**config.mk**
```make
export PLATFORM = sky130hd
export DESIGN_NAME = gsos_front
export DESIGN_NICKNAME = d
export VERILOG_FILES = /design/src/rtl/gsos_pkg.sv /design/src/rtl/gsos_front.sv
export SDC_FILE = /design/constraint.sdc
export NUM_CORES = 1
export LEC_CHECK = 0
export BUFFER_PORTS_ARGS = -buffer_cell sky130_fd_sc_hd__buf_2
export CAP_MARGIN = 20
export CORE_UTILIZATION = 40
export CTS_CLUSTER_DIAMETER = 200
export CTS_CLUSTER_SIZE = 25
export DETAILED_ROUTE_END_ITERATION = 10
export PLACE_DENSITY_LB_ADDON = 0.15
export SLEW_MARGIN = 20
export SYNTH_ARGS = -nofsm -noshare
export SYNTH_HDL_FRONTEND = slang
export SYNTH_SLANG_ARGS = --single-unit
```
**constraint.sdc**
```tcl
create_clock -name clk -period 8.1 [get_ports clk]
set_clock_uncertainty 0.1 [all_clocks]
set_input_delay 2.43 -clock clk [delete_from_list [all_inputs] [get_ports clk]]
set_output_delay 2.43 -clock clk [all_outputs]
set_load 0.02 [all_outputs]
```
**src/rtl/gsos_pkg.sv**
```systemverilog
// Shared types, constants and lookup functions for the grouped sphere overlap scanner.
// Used by gsos_front, gsos_back and the top level; depends on nothing.
`default_nettype none
package gsos_pkg;

	localparam int MAX_SENSORS = 1024;
	localparam int SLOT_BITS   = $clog2(MAX_SENSORS);
	localparam int CNT_BITS    = SLOT_BITS + 1;
	localparam int COORD_BITS  = 24;
	localparam int RAD_BITS    = COORD_BITS - 1;
	localparam int HOST_BITS   = 16;
	localparam int NGROUPS     = 6;
	localparam int GRP_BITS    = 3;
	localparam int NSTAGES     = 14;
	localparam int STAGE_BITS  = 4;
	localparam int MEMB_DEPTH  = NGROUPS * MAX_SENSORS;
	localparam int MEMB_ABITS  = GRP_BITS + SLOT_BITS;
	localparam int DIFF_BITS   = COORD_BITS + 1;
	localparam int SQ_BITS     = 2 * DIFF_BITS;
	localparam int SUM_BITS    = SQ_BITS + 2;
	localparam int RSUM_BITS   = RAD_BITS + 1;
	localparam int RSQ_BITS    = 2 * RSUM_BITS;

	localparam logic [1:0] OP_CLEAR = 2'd0;
	localparam logic [1:0] OP_LOAD  = 2'd1;
	localparam logic [1:0] OP_SCAN  = 2'd2;

	localparam logic [1:0] ST_OK   = 2'd0;
	localparam logic [1:0] ST_FULL = 2'd1;
	localparam logic [1:0] ST_DONE = 2'd2;

	localparam logic [GRP_BITS-1:0] G_PLAYER = 3'd0;
	localparam logic [GRP_BITS-1:0] G_RIDE   = 3'd1;
	localparam logic [GRP_BITS-1:0] G_EYE    = 3'd2;
	localparam logic [GRP_BITS-1:0] G_SIMPLE = 3'd3;
	localparam logic [GRP_BITS-1:0] G_MAPOBJ = 3'd4;
	localparam logic [GRP_BITS-1:0] G_CHAR   = 3'd5;

	localparam logic [7:0] TYPE_EYE = 8'h7A;
	localparam logic [7:0] TYPE_S0  = 8'h44;
	localparam logic [7:0] TYPE_S1  = 8'h46;
	localparam logic [7:0] TYPE_S2  = 8'h19;
	localparam logic [7:0] TYPE_S3  = 8'h41;
	localparam logic [7:0] TYPE_S4  = 8'h23;

	typedef struct packed {
		logic [1:0]            op;
		logic [GRP_BITS-1:0]   group;
		logic                  eye;
		logic                  active;
		logic [HOST_BITS-1:0]  host;
		logic [COORD_BITS-1:0] x;
		logic [COORD_BITS-1:0] y;
		logic [COORD_BITS-1:0] z;
		logic [RAD_BITS-1:0]   radius;
	} cmd_t;

	typedef struct packed {
		logic [COORD_BITS-1:0] x;
		logic [COORD_BITS-1:0] y;
		logic [COORD_BITS-1:0] z;
		logic [RAD_BITS-1:0]   radius;
		logic [HOST_BITS-1:0]  host;
		logic                  eye;
		logic                  active;
	} entry_t;

	// First group of each scan stage.
	function automatic logic [GRP_BITS-1:0] stage_a(input logic [STAGE_BITS-1:0] s);
		logic [GRP_BITS-1:0] g;
		unique case (s)
			4'd0, 4'd1, 4'd2, 4'd3, 4'd4: g = G_PLAYER;
			4'd5, 4'd6, 4'd7, 4'd8:        g = G_RIDE;
			4'd9, 4'd10, 4'd11:            g = G_EYE;
			default:                       g = G_CHAR;
		endcase
		return g;
	endfunction

	// Second group of each scan stage.
	function automatic logic [GRP_BITS-1:0] stage_b(input logic [STAGE_BITS-1:0] s);
		logic [GRP_BITS-1:0] g;
		unique case (s)
			4'd0, 4'd5, 4'd9, 4'd13: g = G_CHAR;
			4'd1, 4'd6, 4'd10, 4'd12: g = G_MAPOBJ;
			4'd2:                     g = G_RIDE;
			4'd3, 4'd7, 4'd11:        g = G_SIMPLE;
			default:                  g = G_EYE;
		endcase
		return g;
	endfunction

endpackage
`default_nettype wire

```
**src/rtl/gsos_front.sv**
```systemverilog
// Front end: accepts commands, classes loaded sensors into groups, and queues them.
// Depends on gsos_pkg.
`default_nettype none
module gsos_front (
	input  wire logic                          clk,
	input  wire logic                          arst_n,
	input  wire logic                          cmd_valid,
	output logic                               cmd_stall,
	input  wire logic [1:0]                    opcode,
	input  wire logic [7:0]                    sensor_type,
	input  wire logic                          is_player,
	input  wire logic                          is_ride,
	input  wire logic                          is_rush,
	input  wire logic                          is_mapobj,
	input  wire logic                          active,
	input  wire logic [gsos_pkg::HOST_BITS-1:0] host_id,
	input  wire logic [gsos_pkg::COORD_BITS-1:0] pos_x,
	input  wire logic [gsos_pkg::COORD_BITS-1:0] pos_y,
	input  wire logic [gsos_pkg::COORD_BITS-1:0] pos_z,
	input  wire logic [gsos_pkg::RAD_BITS-1:0]  radius,
	output logic                               head_valid,
	output gsos_pkg::cmd_t                     head,
	input  wire logic                          pop
);
	gsos_pkg::cmd_t       fifo_q [2];
	logic                 wr_ptr_q, rd_ptr_q;
	logic [1:0]           cnt_q;
	gsos_pkg::cmd_t       cmd;
	logic                 push, is_simple;

	always_comb begin
		is_simple = (sensor_type == gsos_pkg::TYPE_S0) || (sensor_type == gsos_pkg::TYPE_S1) ||
			(sensor_type == gsos_pkg::TYPE_S2) || (sensor_type == gsos_pkg::TYPE_S3) ||
			(sensor_type == gsos_pkg::TYPE_S4) || is_rush;
		cmd.op     = opcode;
		cmd.eye    = (sensor_type == gsos_pkg::TYPE_EYE);
		cmd.active = active;
		cmd.host   = host_id;
		cmd.x      = pos_x;
		cmd.y      = pos_y;
		cmd.z      = pos_z;
		cmd.radius = radius;
		if (is_player) begin
			cmd.group = gsos_pkg::G_PLAYER;
		end else if (is_ride) begin
			cmd.group = gsos_pkg::G_RIDE;
		end else if (cmd.eye) begin
			cmd.group = gsos_pkg::G_EYE;
		end else if (is_simple) begin
			cmd.group = gsos_pkg::G_SIMPLE;
		end else if (is_mapobj) begin
			cmd.group = gsos_pkg::G_MAPOBJ;
		end else begin
			cmd.group = gsos_pkg::G_CHAR;
		end
	end

	assign cmd_stall  = (cnt_q == 2'd2);
	assign push       = cmd_valid && !cmd_stall;
	assign head_valid = (cnt_q != 2'd0);
	assign head       = fifo_q[rd_ptr_q];

	always_ff @(posedge clk) begin
		if (push) begin
			fifo_q[wr_ptr_q] <= cmd;
		end
	end

	always_ff @(posedge clk or negedge arst_n) begin
		if (!arst_n) begin
			wr_ptr_q <= 1'b0;
			rd_ptr_q <= 1'b0;
			cnt_q    <= 2'd0;
		end else begin
			if (push) begin
				wr_ptr_q <= !wr_ptr_q;
			end
			if (pop) begin
				rd_ptr_q <= !rd_ptr_q;
			end
			cnt_q <= cnt_q + {1'b0, push} - {1'b0, pop};
		end
	end
endmodule
`default_nettype wire

```
==> metrics.md <==
| Metric | Value |
|---|---|
| Critical Path AT | 2.86 ns |
| Register bit total from synthesis | 240 |
| Max-slew violation count | 0 |
| Reg-to-Reg End | fifo_q[1][85]$_DFFE_PP_ |
| Antenna violations before repair | 0 |
| Deepest clock path buffer count | 3 |
| Dpl cells | 918 |
| WL per Instance | between 15 and 20 µm |
| # DRC | 0 |
| Hold Violations, Final | 0 |
| GRT overflow | 0 |
| Inserted Clock Buffers | 13 |
| Setup_tns | 0 ns |
| Vias | between 4000 and 5000 |
| HP Class | register to register |
| 1st-iter DRT viols | 258 |
| Reg2Reg Setup Slack | 5.47 ns |
| Worst Hold Launch | cnt_q[1]$_DFF_PN0_ |
| Root Buffer | clkbuf_16 |
| Initial core utilization | 41.3% |
| Cell Pwr Density | about 350 nW/µm² |
| Layout cells sized above 1 | 57.6% |
| Ant. Diodes | 0 |
| Max Freq | 0.186 GHz |
| GPL Wtd Cong | 0.734 |
| Hold depth | 1 |
| Layout Nets | between 700 and 800 |
| Setup crit end kind | output port |
| Post-synth net total | 535 |
| Clk sinks | 240 |
| Die W | 151 µm |
| Setup-failing EPs final | 0 |
| Max_cap viols | 0 |
| Leak | 3.98 nW |
| H-tree levels | 1 |
| Worst Path Required | 5.57 ns |
| Tmin final | 5.39 ns |
| Worst-path fanout max | 69 |
| Die H | roughly 150 µm |
| Port bufs | 249 |
| Sequential cell area fraction in the yosys report | 81.4% |
| Crit start category | register |
| Gate Count Post-Synth | about 400 |
| Library cells used by synthesis | 26 |
| Post-CTS Setup Bufs | 0 |
| First-pass GRT wire length | 24700 µm |
| Clock slew at reported path FFs | 0.09 ns |
| I/O Pins | 250 |
| Worst-Skew Late Latency | 0.46 ns |
| Drt via density | about 4.8 |
| Row Count | 53 |
| Synthesized area | 8830 µm² |
| Design Area, Final | 10700 µm² |
| DRT antenna net count | 0 |
| Fillers | between 1500 and 2000 |
| Total Routed Length | 16700 µm |
| Reg2reg path depth | 3 |
| CTS tree | yes |
| Syn avg cell area | between 20 and 25 µm² |
| Worst-Margin Slew | around 0.92 ns |
| CTS Hold Bufs | 0 |
| Overall routing resource usage | 14.3% |
| Number of global-route vias before repair | 4691 |
| WS Path Type | register to output port |
| Sink of the worst hold path | cnt_q[1]$_DFF_PN0_ |
| Area Overhead vs Synth | 21.7% |
| Worst IR Drop VDD | 0.000207 V |
| DIE AREA | between 20000 and 25000 µm² |
| Ys Warns | 0 |
| Worst hold slack | around 0.40 ns |
| Worst reg2reg startpoint | cnt_q[1]$_DFF_PN0_ |
| Slew headroom | ~39% |
| Status | complete, no violations |
| RSZ-0062 raised after global routing | no |
| Core box area | 21400 µm² |
| Post-DP HPWL | 11000 µm |
| First-pass DRT Iterations | 4 |
| Final period utilization | 66.6% |
| Post-DP Area | just over 10000 µm² |
| Post-CTS sizing | 0 |
| Post-route non-filler standard cell count | 935 |
| Largest net degree at the start of global routing | 70 |
## cells in the final DEF (no fill, tap or decap), drive strengths merged
| cell | n |
|---|---|
| o41a | 1 |
| or3 | 1 |
| a21oi | 2 |
| nand2 | 2 |
| ha | 2 |
| xor2 | 1 |
| mux2i | 1 |
| nor4b | 3 |
| mux2 | 118 |
| buf | 253 |
| and3 | 1 |
| o21ai | 1 |
| nor4bb | 1 |
| clkbuf | 16 |
| and2 | 1 |
| or2 | 1 |
| edfxtp | 236 |
| o31a | 1 |
| nand2b | 1 |
| nor2 | 3 |
| and4b | 1 |
| dfrtp | 4 |
| inv | 5 |
| xnor2 | 3 |
| nor3b | 1 |
## synth_stat cells, drive strengths merged
master	n	area share, %
xor2	1	0.099
buf	13	0.74
nor4bb	1	0.11
nand2	2	0.085
nor4b	3	0.47
and3	1	0.071
edfxtp	236	80
mux2i	1	0.11
a21oi	2	0.11
xnor2	3	0.30
o31a	1	0.099
mux2	118	15
and4b	1	0.11
nand2b	1	0.071
nor2	3	0.13
ha	2	0.28
o41a	1	0.14
nor3b	1	0.085
and2	1	0.071
or3	1	0.13
or2	1	0.071
o21ai	1	0.057
inv	4	0.17
dfrtp	4	1.1
## kinds of logic after synthesis
kind of cell / synth area share (%)
AO/OA/AOI/OAI: 0.411
buffers and inverters: 0.907
XOR/XNOR: 0.397
AND/OR/NAND/NOR: 1.40
adder cells (fa/ha/maj): 0.283
flip-flops: 81.4
multiplexers: 15.2
## layout make-up
type / count / area, µm² / area share, %
inverter: 4 / 15.0 / 0.140
clock inverter: 1 / 11.3 / 0.105
clock buffer: 16 / 337 / 3.13
multi-input combinational: 146 / 1570 / 14.6
sequential: 240 / 7190 / 66.9
timing repair buffer: 253 / 1280 / 11.9
tap: 275 / 344 / 3.20
## how the worst max path moves through the flow
stage | from | to | slack [ns] | cells past startpoint
final | rd_ptr_q$_DFFE_PN0P_ | head[52] | 2.71 | 3
after global routing | rd_ptr_q$_DFFE_PN0P_ | head[52] | 2.51 | 3
after CTS | rd_ptr_q$_DFFE_PN0P_ | head[52] | 2.63 | 3
after detailed placement | rd_ptr_q$_DFFE_PN0P_ | head[52] | 3.15 | 3
after global placement | rd_ptr_q$_DFFE_PN0P_ | head[52] | 3.20 | 3
after floorplan | cmd_valid | fifo_q[0][0]$_DFFE_PP_ | 1.96 | 2
## per-stage QoR
step / power (mW) / setup slack (ns) / utilization, %
2_1_floorplan: 2.73 / 1.96 / -
3_3_place_gp: 3.12 / 3.20 / 48.7
3_5_place_dp: 3.15 / 3.15 / 48.7
4_1_cts: 3.81 / 2.63 / 50.3
5_1_grt: 3.94 / 2.51 / 50.3
6_report: 3.75 / 2.71 / 50.3
## metal layers
| layer | track usage (%) | part of all wire [%] |
|---|---|---|
| met4 | 3.43 | 1.7 |
| met1 | 17.1 | 40 |
| met2 | 25.3 | 50 |
| met3 | 3.94 | 7.8 |
| met5 | 0 | 0 |
## sequential cells by signal, summed over array words and instances, names as in the netlist
signal / flops
fifo_q: 236
cnt_q: 2
rd_ptr_q: 1
wr_ptr_q: 1
## critical path, cell delays in order (launching register included)
cell	delay, ns
dfrtp_4	0.89
buf_4	0.80
mux2_1	0.44
buf_2	0.18
## power breakdown
part | leakage (nW) | internal [mW] | switching (mW)
logic | 1.57 | 0.497 | 0.784
registers | 2.24 | 1.70 | 0.108
clock network | 0.170 | 0.299 | 0.360
Power figures use the tool's default switching activity.
